<file path="config.mk">
export PLATFORM = sky130hd
export DESIGN_NAME = hsv_to_rgb_converter
export DESIGN_NICKNAME = d
export VERILOG_FILES = /design/src/hsvc_pkg.sv /design/src/hsvc_sector.sv /design/src/hsv_to_rgb_converter.sv
export VERILOG_INCLUDE_DIRS = /design/src /design/src/src
export SDC_FILE = /design/constraint.sdc
export NUM_CORES = 2
export LEC_CHECK = 0
export BUFFER_PORTS_ARGS = -buffer_cell sky130_fd_sc_hd__buf_4
export CORE_MARGIN = 4
export CORE_UTILIZATION = 60
export CTS_CLUSTER_SIZE = 10
export DETAILED_ROUTE_END_ITERATION = 10
export PLACE_DENSITY = 0.76
export SETUP_SLACK_MARGIN = 0.1
export SLEW_MARGIN = 20
export SYNTH_ARGS = -nofsm -noshare
export SYNTH_HDL_FRONTEND = slang
export SYNTH_SLANG_ARGS = --single-unit
</file>
<file path="constraint.sdc">
create_clock -name aclk -period 9.2 [get_ports aclk]
set_clock_uncertainty 0.05 [all_clocks]
set_input_delay 0.92 -clock aclk [delete_from_list [all_inputs] [get_ports aclk]]
set_output_delay 0.92 -clock aclk [all_outputs]
set_load 0.01 [all_outputs]
</file>
<file path="src/assert_macros.svh">
// ----------------------------------------------------------------------------
// assert_macros.svh
// Shared assertion macros, clocked on aclk, held off during reset.
// ----------------------------------------------------------------------------
`ifndef ASSERT_MACROS_SVH
`define ASSERT_MACROS_SVH

// Generic clocked property check.
`define ASSERT_CLK(label, prop, msg) \
    label: assert property (@(posedge aclk) disable iff (!aresetn) (prop)) \
        else $error(msg);

// Same-cycle implication: when ante holds, cons must hold.
`define ASSERT_IMPLY(label, ante, cons, msg) \
    label: assert property (@(posedge aclk) disable iff (!aresetn) \
        (ante) |-> (cons)) else $error(msg);

`endif

</file>
<file path="src/hsvc_pkg.sv">
// ----------------------------------------------------------------------------
// hsvc_pkg
// Shared types and constants of the HSV to RGB converter.
// ----------------------------------------------------------------------------
package hsvc_pkg;

    // Hue in 1/16 degree: one full turn and one 60 degree sector
    parameter logic [12:0] HUE_FULL   = 13'd5760;
    parameter logic [12:0] HUE_SECTOR = 13'd960;
    // Saturation full scale (1.0)
    parameter logic [8:0]  SAT_ONE    = 9'd256;
    // Denominator of the q and t levels: 960 * 256
    parameter logic [17:0] SCALE_QT   = 18'd245760;
    // Reciprocal of 15 in 16 fractional bits, exact for inputs below 4681
    parameter logic [12:0] RECIP15    = 13'd4370;
    // Largest value fed to the divide-by-15 step (255 * 15)
    parameter logic [11:0] DIV15_MAX  = 12'd3825;

    typedef enum logic [2:0] {
        SEC_R_TO_Y = 3'd0,
        SEC_Y_TO_G = 3'd1,
        SEC_G_TO_C = 3'd2,
        SEC_C_TO_B = 3'd3,
        SEC_B_TO_M = 3'd4,
        SEC_M_TO_R = 3'd5
    } sector_t;

    typedef struct packed {
        sector_t     sector;
        logic [9:0]  frac;    // position within the sector, 0..959
    } hue_split_t;

endpackage

</file>
<file path="src/hsvc_sector.sv">
// ----------------------------------------------------------------------------
// hsvc_sector
// Folds out-of-circle hue to zero and splits it into sector and fraction.
// ----------------------------------------------------------------------------
module hsvc_sector (
    input  logic [15:0]         hue,
    output hsvc_pkg::hue_split_t split
);

    logic [12:0] hue_c;
    logic [12:0] base;

    always_comb begin
        hue_c = (hue >= 16'(hsvc_pkg::HUE_FULL)) ? 13'd0 : hue[12:0];

        // Thresholds are multiples of 960; compare from the top down
        if (hue_c >= 13'd4800) begin
            split.sector = hsvc_pkg::SEC_M_TO_R;
            base         = 13'd4800;
        end else if (hue_c >= 13'd3840) begin
            split.sector = hsvc_pkg::SEC_B_TO_M;
            base         = 13'd3840;
        end else if (hue_c >= 13'd2880) begin
            split.sector = hsvc_pkg::SEC_C_TO_B;
            base         = 13'd2880;
        end else if (hue_c >= 13'd1920) begin
            split.sector = hsvc_pkg::SEC_G_TO_C;
            base         = 13'd1920;
        end else if (hue_c >= hsvc_pkg::HUE_SECTOR) begin
            split.sector = hsvc_pkg::SEC_Y_TO_G;
            base         = hsvc_pkg::HUE_SECTOR;
        end else begin
            split.sector = hsvc_pkg::SEC_R_TO_Y;
            base         = 13'd0;
        end

        split.frac = 10'(hue_c - base);
    end

endmodule

</file>
<file path="src/hsv_to_rgb_converter.sv">
// ----------------------------------------------------------------------------
// hsv_to_rgb_converter
// Streaming HSV to 8-bit RGB pixel converter, four register stages.
// ----------------------------------------------------------------------------
// Usage:
//   Input channel s_axis_*: one HSV pixel per transfer. Hue in 1/16 degree
//   (5760 and up fold to 0), saturation in 1/256 (above 256 clamps to full),
//   brightness 0..255.
//   Output channel m_axis_*: one RGB pixel per input transfer, in order.
//   Each pixel is registered in stages 1, 2 and 3, then in the output
//   register, whose valid bit drives m_axis_tvalid.
//   Throughput: one pixel per clock while the output is not stalled. Stage
//   depth is set by the multipliers: saturation products, then brightness
//   times level, then the reciprocal multiply that divides by 15.
//   Each stage carries its own valid bit and advances whenever the stage
//   after it is empty or moving, so bubbles collapse and the input keeps
//   accepting while a finished pixel waits on m_axis_tready.
//   When the receiver stalls, the output holds and the pipeline fills; once
//   all four stages are full, s_axis_tready drops. Nothing is lost or repeated.
//   Reset (aresetn low, synchronous) empties the pipeline; it keeps no other
//   state.
// ----------------------------------------------------------------------------
`include "assert_macros.svh"

module hsv_to_rgb_converter (
    input  logic        aclk,
    input  logic        aresetn,
    // Input pixel
    input  logic        s_axis_tvalid,
    output logic        s_axis_tready,
    input  logic [39:0] s_axis_tdata,   // [15:0] hue, [24:16] saturation,
                                        // [32:25] brightness, [39:33] zero
    // Output pixel
    output logic        m_axis_tvalid,
    input  logic        m_axis_tready,
    output logic [23:0] m_axis_tdata    // [7:0] red, [15:8] green, [23:16] blue
);

    // ---------------- input unpack ----------------
    logic [15:0] in_hue;
    logic [8:0]  in_sat;
    logic [7:0]  in_v;

    assign in_hue = s_axis_tdata[15:0];
    assign in_sat = s_axis_tdata[24:16];
    assign in_v   = s_axis_tdata[32:25];

    // ---------------- per-stage handshake ----------------
    logic s1_valid_reg, s2_valid_reg, s3_valid_reg, out_valid_reg;
    logic rdy1, rdy2, rdy3, rdy4;

    // A stage may load when it is empty or its content moves on this cycle
    assign rdy4 = !out_valid_reg || m_axis_tready;
    assign rdy3 = !s3_valid_reg  || rdy4;
    assign rdy2 = !s2_valid_reg  || rdy3;
    assign rdy1 = !s1_valid_reg  || rdy2;

    assign s_axis_tready = rdy1;

    always_ff @(posedge aclk) begin
        if (!aresetn) begin
            s1_valid_reg  <= 1'b0;
            s2_valid_reg  <= 1'b0;
            s3_valid_reg  <= 1'b0;
            out_valid_reg <= 1'b0;
        end else begin
            if (rdy1) s1_valid_reg  <= s_axis_tvalid;
            if (rdy2) s2_valid_reg  <= s1_valid_reg;
            if (rdy3) s3_valid_reg  <= s2_valid_reg;
            if (rdy4) out_valid_reg <= s3_valid_reg;
        end
    end

    // ---------------- stage 1: hue split, saturation clamp ----------------
    hsvc_pkg::hue_split_t split_next, s1_split_reg;
    logic [8:0]           s1_sat_next, s1_sat_reg;
    logic [7:0]           s1_v_reg;

    hsvc_sector u_sector (
        .hue   (in_hue),
        .split (split_next)
    );

    assign s1_sat_next = (in_sat > hsvc_pkg::SAT_ONE) ? hsvc_pkg::SAT_ONE : in_sat;

    always_ff @(posedge aclk) begin
        if (rdy1 && s_axis_tvalid) begin
            s1_split_reg <= split_next;
            s1_sat_reg   <= s1_sat_next;
            s1_v_reg     <= in_v;
        end
    end

    // ---------------- stage 2: saturation products, p level ----------------
    logic [18:0]       sf_full, sg_full;
    logic [16:0]       p_prod;
    logic [17:0]       s2_sf_reg, s2_sg_reg;
    logic [7:0]        s2_p_reg, s2_v_reg;
    hsvc_pkg::sector_t s2_sector_reg;

    always_comb begin
        sf_full = 19'(s1_sat_reg) * 19'(s1_split_reg.frac);
        sg_full = 19'(s1_sat_reg) * 19'(10'(hsvc_pkg::HUE_SECTOR) - s1_split_reg.frac);
        // v * (256 - S), then drop 8 bits for the /256
        p_prod  = 17'(s1_v_reg) * 17'(hsvc_pkg::SAT_ONE - s1_sat_reg);
    end

    always_ff @(posedge aclk) begin
        if (rdy2 && s1_valid_reg) begin
            s2_sf_reg     <= sf_full[17:0];
            s2_sg_reg     <= sg_full[17:0];
            s2_p_reg      <= p_prod[15:8];
            s2_v_reg      <= s1_v_reg;
            s2_sector_reg <= s1_split_reg.sector;
        end
    end

    // ---------------- stage 3: v * level, divide by 2^14 ----------------
    // 245760 = 2^14 * 15, so only a divide by 15 is left for stage 4
    logic [25:0]       q_prod, t_prod;
    logic [11:0]       s3_yq_reg, s3_yt_reg;
    logic [7:0]        s3_p_reg, s3_v_reg;
    hsvc_pkg::sector_t s3_sector_reg;

    always_comb begin
        q_prod = 26'(s2_v_reg) * 26'(hsvc_pkg::SCALE_QT - s2_sf_reg);
        t_prod = 26'(s2_v_reg) * 26'(hsvc_pkg::SCALE_QT - s2_sg_reg);
    end

    always_ff @(posedge aclk) begin
        if (rdy3 && s2_valid_reg) begin
            s3_yq_reg     <= q_prod[25:14];
            s3_yt_reg     <= t_prod[25:14];
            s3_p_reg      <= s2_p_reg;
            s3_v_reg      <= s2_v_reg;
            s3_sector_reg <= s2_sector_reg;
        end
    end

    // ---------------- stage 4: divide by 15, component order ----------------
    logic [24:0] q_recip, t_recip;
    logic [7:0]  q_lvl, t_lvl;
    logic [7:0]  red_next, green_next, blue_next;
    logic [7:0]  red_reg, green_reg, blue_reg;

    always_comb begin
        q_recip = 25'(s3_yq_reg) * 25'(hsvc_pkg::RECIP15);
        t_recip = 25'(s3_yt_reg) * 25'(hsvc_pkg::RECIP15);
        q_lvl   = q_recip[23:16];
        t_lvl   = t_recip[23:16];

        case (s3_sector_reg)
            hsvc_pkg::SEC_R_TO_Y: begin
                red_next = s3_v_reg; green_next = t_lvl;    blue_next = s3_p_reg;
            end
            hsvc_pkg::SEC_Y_TO_G: begin
                red_next = q_lvl;    green_next = s3_v_reg; blue_next = s3_p_reg;
            end
            hsvc_pkg::SEC_G_TO_C: begin
                red_next = s3_p_reg; green_next = s3_v_reg; blue_next = t_lvl;
            end
            hsvc_pkg::SEC_C_TO_B: begin
                red_next = s3_p_reg; green_next = q_lvl;    blue_next = s3_v_reg;
            end
            hsvc_pkg::SEC_B_TO_M: begin
                red_next = t_lvl;    green_next = s3_p_reg; blue_next = s3_v_reg;
            end
            default: begin
                red_next = s3_v_reg; green_next = s3_p_reg; blue_next = q_lvl;
            end
        endcase
    end

    always_ff @(posedge aclk) begin
        if (rdy4 && s3_valid_reg) begin
            red_reg   <= red_next;
            green_reg <= green_next;
            blue_reg  <= blue_next;
        end
    end

    assign m_axis_tvalid = out_valid_reg;
    assign m_axis_tdata  = {blue_reg, green_reg, red_reg};

    // ---------------- checks ----------------
    `ASSERT_IMPLY(a_frac_range, s1_valid_reg,
        s1_split_reg.frac < 10'(hsvc_pkg::HUE_SECTOR), "sector fraction out of range")
    `ASSERT_IMPLY(a_level_nonneg, s2_valid_reg,
        (s2_sf_reg <= hsvc_pkg::SCALE_QT) && (s2_sg_reg <= hsvc_pkg::SCALE_QT),
        "saturation product exceeds level scale")
    `ASSERT_IMPLY(a_div15_range, s3_valid_reg,
        (s3_yq_reg <= hsvc_pkg::DIV15_MAX) && (s3_yt_reg <= hsvc_pkg::DIV15_MAX),
        "divide-by-15 input beyond reciprocal range")
    `ASSERT_CLK(a_full_stall, (!s_axis_tready) |->
        (s1_valid_reg && s2_valid_reg && s3_valid_reg && out_valid_reg && !m_axis_tready),
        "input stalled while pipeline has room")

endmodule

</file>
# == After elaboration in Yosys (flattened, before gate mapping) ==
# Cells that the tools add are included.
# word_totals
output_inout_bits,26
word_cells,76
inputBits,44
reg_bits,156
# op_classes
muxes,13
n_addsub,5
reduce_logical,18
magnitude_cmp,7
eq_ne,4
n_mul,7
# op_table
op,count
one-hot mux 8 bit (3 select lines),3
multiplier 9 x 19 -> 26 bit,2
2-to-1 mux 10 bit,5
multiplier 12 x 12 -> 23 bit (second input constant),2
subtractor 18 x 18 -> 19 bit (first input constant),2
greater-or-equal comparator 13 x 12 -> 1 bit (second input constant),2
multiplier 10 x 11 -> 18 bit,1
multiplier 9 x 10 -> 18 bit,1
greater-or-equal comparator 16 x 13 -> 1 bit (second input constant),1
multiplier 9 x 10 -> 16 bit,1
greater-or-equal comparator 13 x 10 -> 1 bit (second input constant),1
greater-or-equal comparator 13 x 11 -> 1 bit (second input constant),1
greater-or-equal comparator 13 bit (second input constant),1
2-to-1 mux 13 bit,1
subtractor 10 x 10 -> 11 bit (first input constant),1
OR reduction 2 bit,5
subtractor 10 bit,1
subtractor 9 x 9 -> 10 bit (first input constant),1
> comparator 9 bit (second input constant),1
== test 3 x 2 -> 1 bit (second input constant),2
2-to-1 mux 3 bit,2
logical AND 1 bit,4
logical NOT 1 bit,4
logical OR 1 bit,4
4 further kinds,5

# == Depth between registers and ports, before layout ==
# depth
ltp_word,9
mapped_depth,26
depth_no_buf,25

# == Cells and area by module ==
# Synthesis repeated with hierarchy kept, for this count alone.
# hier_totals
cells_unflattened,2837
hier_area_um2,27216.1
# by_module_without_submodules
mod,seq_area_each_um2,n_inst,area_per_inst_um2,cells_each
hsv_to_rgb_converter,4614.4,1,26832.0,2784
hsvc_sector,0.0,1,384.1,53

# == Worst setup path after synthesis ==
# OpenSTA, ideal clock, no wires.
# synth_timing
path_type,reg-to-reg
start,register s1_split_reg[1] (netlist bit)
end,register s2_sg_reg[17] (data pin)
required_time_ns,8.890
stages_incl_launch_ff,24
slack_ns,3.081
setup_ns,0.260
path_buffers,0
period_less_slack_ns,6.119
arrival_time_ns,5.809
path_cell_list,edfxtp_1 inv_1 ha_1 nand2b_1 nor4_1 nor2_1 xnor2_1 nand2_1 fa_1 inv_1 fa_1 fa_1 fa_1 inv_1 fa_1 inv_1 ha_1 and3_1 a21oi_1 o21ai_0 o41ai_2 o2111ai_1 a21oi_1 xnor2_1
# synth_between
elab_chain_cells,2
# synth_rtl
item,line,source
start: declaration,hsv_to_rgb_converter.sv:75,"hsvc_pkg::hue_split_t split_next, s1_split_reg;"
start signal: assignment,hsv_to_rgb_converter.sv:88,s1_split_reg <= split_next;
subtractor 10 x 10 -> 11 bit,hsv_to_rgb_converter.sv:103,sg_full = 19'(s1_sat_reg) * 19'(10'(hsvc_pkg::HUE_SECTOR) - s1_split_reg.frac);
multiplier 10 x 11 -> 18 bit,hsv_to_rgb_converter.sv:103,
via sg_full[17],hsv_to_rgb_converter.sv:95,"logic [18:0] sf_full, sg_full;"
end signal: assignment,hsv_to_rgb_converter.sv:111,s2_sg_reg <= sg_full[17:0];
end: declaration,hsv_to_rgb_converter.sv:97,"logic [17:0] s2_sf_reg, s2_sg_reg;"
# The timed path passes the listed nets, and every way through them passes these cells.
# A chain may end at the register's enable or synchronous reset.

# == Worst setup path after layout ==
# layout_timing
start,register s2_sg_reg[3]
end,register s3_yt_reg[11] (data pin)
# layout_between
elab_chain_cells,2
# layout_rtl
item,line,source
subtractor 18 x 18 -> 19 bit,hsv_to_rgb_converter.sv:127,t_prod = 26'(s2_v_reg) * 26'(hsvc_pkg::SCALE_QT - s2_sg_reg);
multiplier 9 x 19 -> 26 bit,hsv_to_rgb_converter.sv:127,
via t_prod[25],hsv_to_rgb_converter.sv:120,"logic [25:0] q_prod, t_prod;"
end signal: assignment,hsv_to_rgb_converter.sv:133,s3_yt_reg <= t_prod[25:14];
end: declaration,hsv_to_rgb_converter.sv:121,"logic [11:0] s3_yq_reg, s3_yt_reg;"
# The timed path passes the listed nets, and every way through them passes these cells.

==> out/qor.csv <==
metric,value,unit
start_util,0.609,
synth-async-reset-ratio,0,
firstDrtPassIters,7,
antenna_found_initial,0,
yosys.area.top_type,fa_1,
slew_violations,0,
fmax,0.138,GHz
drc,0,
end_kind,register,
place.gp.congestion,0.898,
num_io_pins,70,
fin_crit,7.27,ns
h-tree-depth,4,
synth.distinct_cells,73,
cp.depth,22,
grtUsageTotal,0.241,
die_w,220,microns
clkLatencyLatePin,0.46,ns
die_h,220,microns
fin_nets,3634,
cts_resized,0,
totalWireLength,54600,microns
ctsHoldBuffers,0,
crit_buf_inv,3,
arrival,7.42,ns
rr_worst_depth,22,
grt_first_pass_wirelength,95200,microns
rsz0062_at_grt,false,
place.port_buffers,62,
synth_top_area_frac,0.319,
max-clock-path-buffers,2,
drive_above_1_share,0.0499,
synth_area_leaders,"fa_1, edfxtp_1, ha_1, inv_1, and2_1",
yosysSeqAreaShare,0.171,
crit_chain,nor4_1 -> nand3_1 -> nor3_1 -> xnor2_1 -> nand2_1 -> fa_1 -> inv_1 -> fa_1 -> fa_1 -> inv_1 -> fa_1 -> inv_1 -> ha_1 -> nand3_1 -> a211oi_1 -> a211oi_2 -> o31ai_1 -> a21oi_2 -> a21oi_2 -> a211o_1 -> a21oi_2 -> xnor2_1,
antenna_left,0,
die_area,48500,sq um
netlist_area,27000,sq um
slew_headroom,0.329,
vias,18700,
gr-total-overflow,0,
cts_tree,done,
rows,77,
critical_path_class,register to register,
slowest_stage,nor4_1,
first_global_vias,20300,
yosysWarnings,0,
avgSynthCellArea,9.60,sq um
critPathMaxStageDelay,0.87,ns
synth_nets,3613,
synth_top_flop_cell,edfxtp_1,
core_region_area,44400,sq um
drt-wirelength-per-cell,15.9,microns
finalSetupViolCount,0,
yosysMostFrequentCell,inv_1,
hpwl,44400,microns
hold_viol,0,
cp_top_family,adder cells,
cts.sinks,155,
syn2layout_area_growth,6.19,%
fin_crit_sh,0.790,
drtIter0Drc,933,
tns,0,ns
antenna_cells,0,
clk_transition_reported_paths,0.07,ns
synth_edf_count,151,
crit_top_cell,fa_1,
via_per_inst,5.45,
cts_buffers,17,
ys_ff_latch,155,
min_path_type,register to register,
cts-root-buf,clkbuf_16,
syn_inst,2814,
ys_top_cells_by_count,"inv_1, fa_1, ha_1",
crit_required,9.35,ns
fill_cells,3524,
startpoint_type,register,
post-cts-setup-buffer-count,0,
holdPathStages,0,
outcome,"complete, no violations",
path_max_fanout,8,
grt_max_degree,55,
largest_register_ffs,18,
worst_pin_slew,0.997,ns
cap_violations,0,
## placed cells by master, fill, tap and decap left out, types with 15 or more instances in the layout
cell,Yosys,layout
nor3_1,22,22
xor2_1,52,52
a21oi_1,53,53
clkbuf_16,0,17
ha_1,325,325
edfxtp_1,151,151
a21o_1,18,18
nand3_1,31,31
nor2_1,81,81
fa_1,430,430
nand2_1,312,312
and3_1,15,15
inv_1,604,604
nor2b_1,22,20
xnor2_1,104,104
o21ai_0,37,37
and2_1,298,298
buf_4,0,78
## per-layer routing
metal  up-vias  track usage  part of all wire
met3        85       0.0330             0.041
met2       426        0.421              0.51
met4         0       0.0678             0.019
met5         -            0                 0
met1      9422        0.317              0.43
li1       8812            -                 -
## final timing paths
path | from | to | slack, ns
hold reg to reg | s2_p_reg[0]$_DFFE_PP_ | s3_p_reg[0]$_DFFE_PP_ | 0.40
setup / recovery | s2_sg_reg[3]$_DFFE_PP_ | s3_yt_reg[11]$_DFFE_PP_ | 1.93
hold / removal | s2_p_reg[0]$_DFFE_PP_ | s3_p_reg[0]$_DFFE_PP_ | 0.40
setup reg to reg | s2_sg_reg[3]$_DFFE_PP_ | s3_yt_reg[11]$_DFFE_PP_ | 1.93
## worst reg2reg max path: cells and delay by family, from the launching register on
| family | cells | cell delay [ns] |
|---|---|---|
| AND/OR/NAND/NOR | 5 | 1.66 |
| buffers and inverters | 3 | 0.16 |
| XOR/XNOR | 2 | 0.45 |
| adder cells (fa/ha/maj) | 5 | 2.36 |
| flip-flops | 1 | 0.43 |
| AO/OA/AOI/OAI | 7 | 1.91 |
## stage by stage
stage | utilization | cell area, sq um | instances | hold slack (ns) | worst slack (ns)
final | 0.646 | 28700 | 3440 | 0.399 | 1.93
after floorplan | - | 27000 | 2814 | 0.350 | 3.08
after detailed placement | 0.632 | 28100 | 3406 | 0.382 | 1.97
after global placement | 0.632 | 28100 | 3406 | 0.360 | 2.18
after CTS | 0.645 | 28600 | 3438 | 0.399 | 1.94
after global routing | 0.646 | 28700 | 3440 | 0.409 | 1.59
## area by class of cell
type	count	area [sq um]	share of cell area
Clock buffer	18	429	0.0150
Clock inverter	14	128	0.00445
Inverter	604	2270	0.0790
Multi-Input combinational cell	1977	19900	0.693
Sequential cell	155	4610	0.161
Tap cell	592	741	0.0258
Timing Repair Buffer	80	633	0.0221
## cells by family after synthesis
| group | Yosys count | synth area share |
|---|---|---|
| fa+ha+maj | 755 | 0.469 |
| simple gates | 837 | 0.156 |
| buf+inv | 682 | 0.0950 |
| flops | 155 | 0.171 |
| mux | 3 | 0.00111 |
| xor+xnor | 156 | 0.0506 |
| compound gates | 226 | 0.0578 |
Power is left out: the tool's default activity adds up to more than one toggle a clock period on the data nets, which glitch-free logic cannot reach.
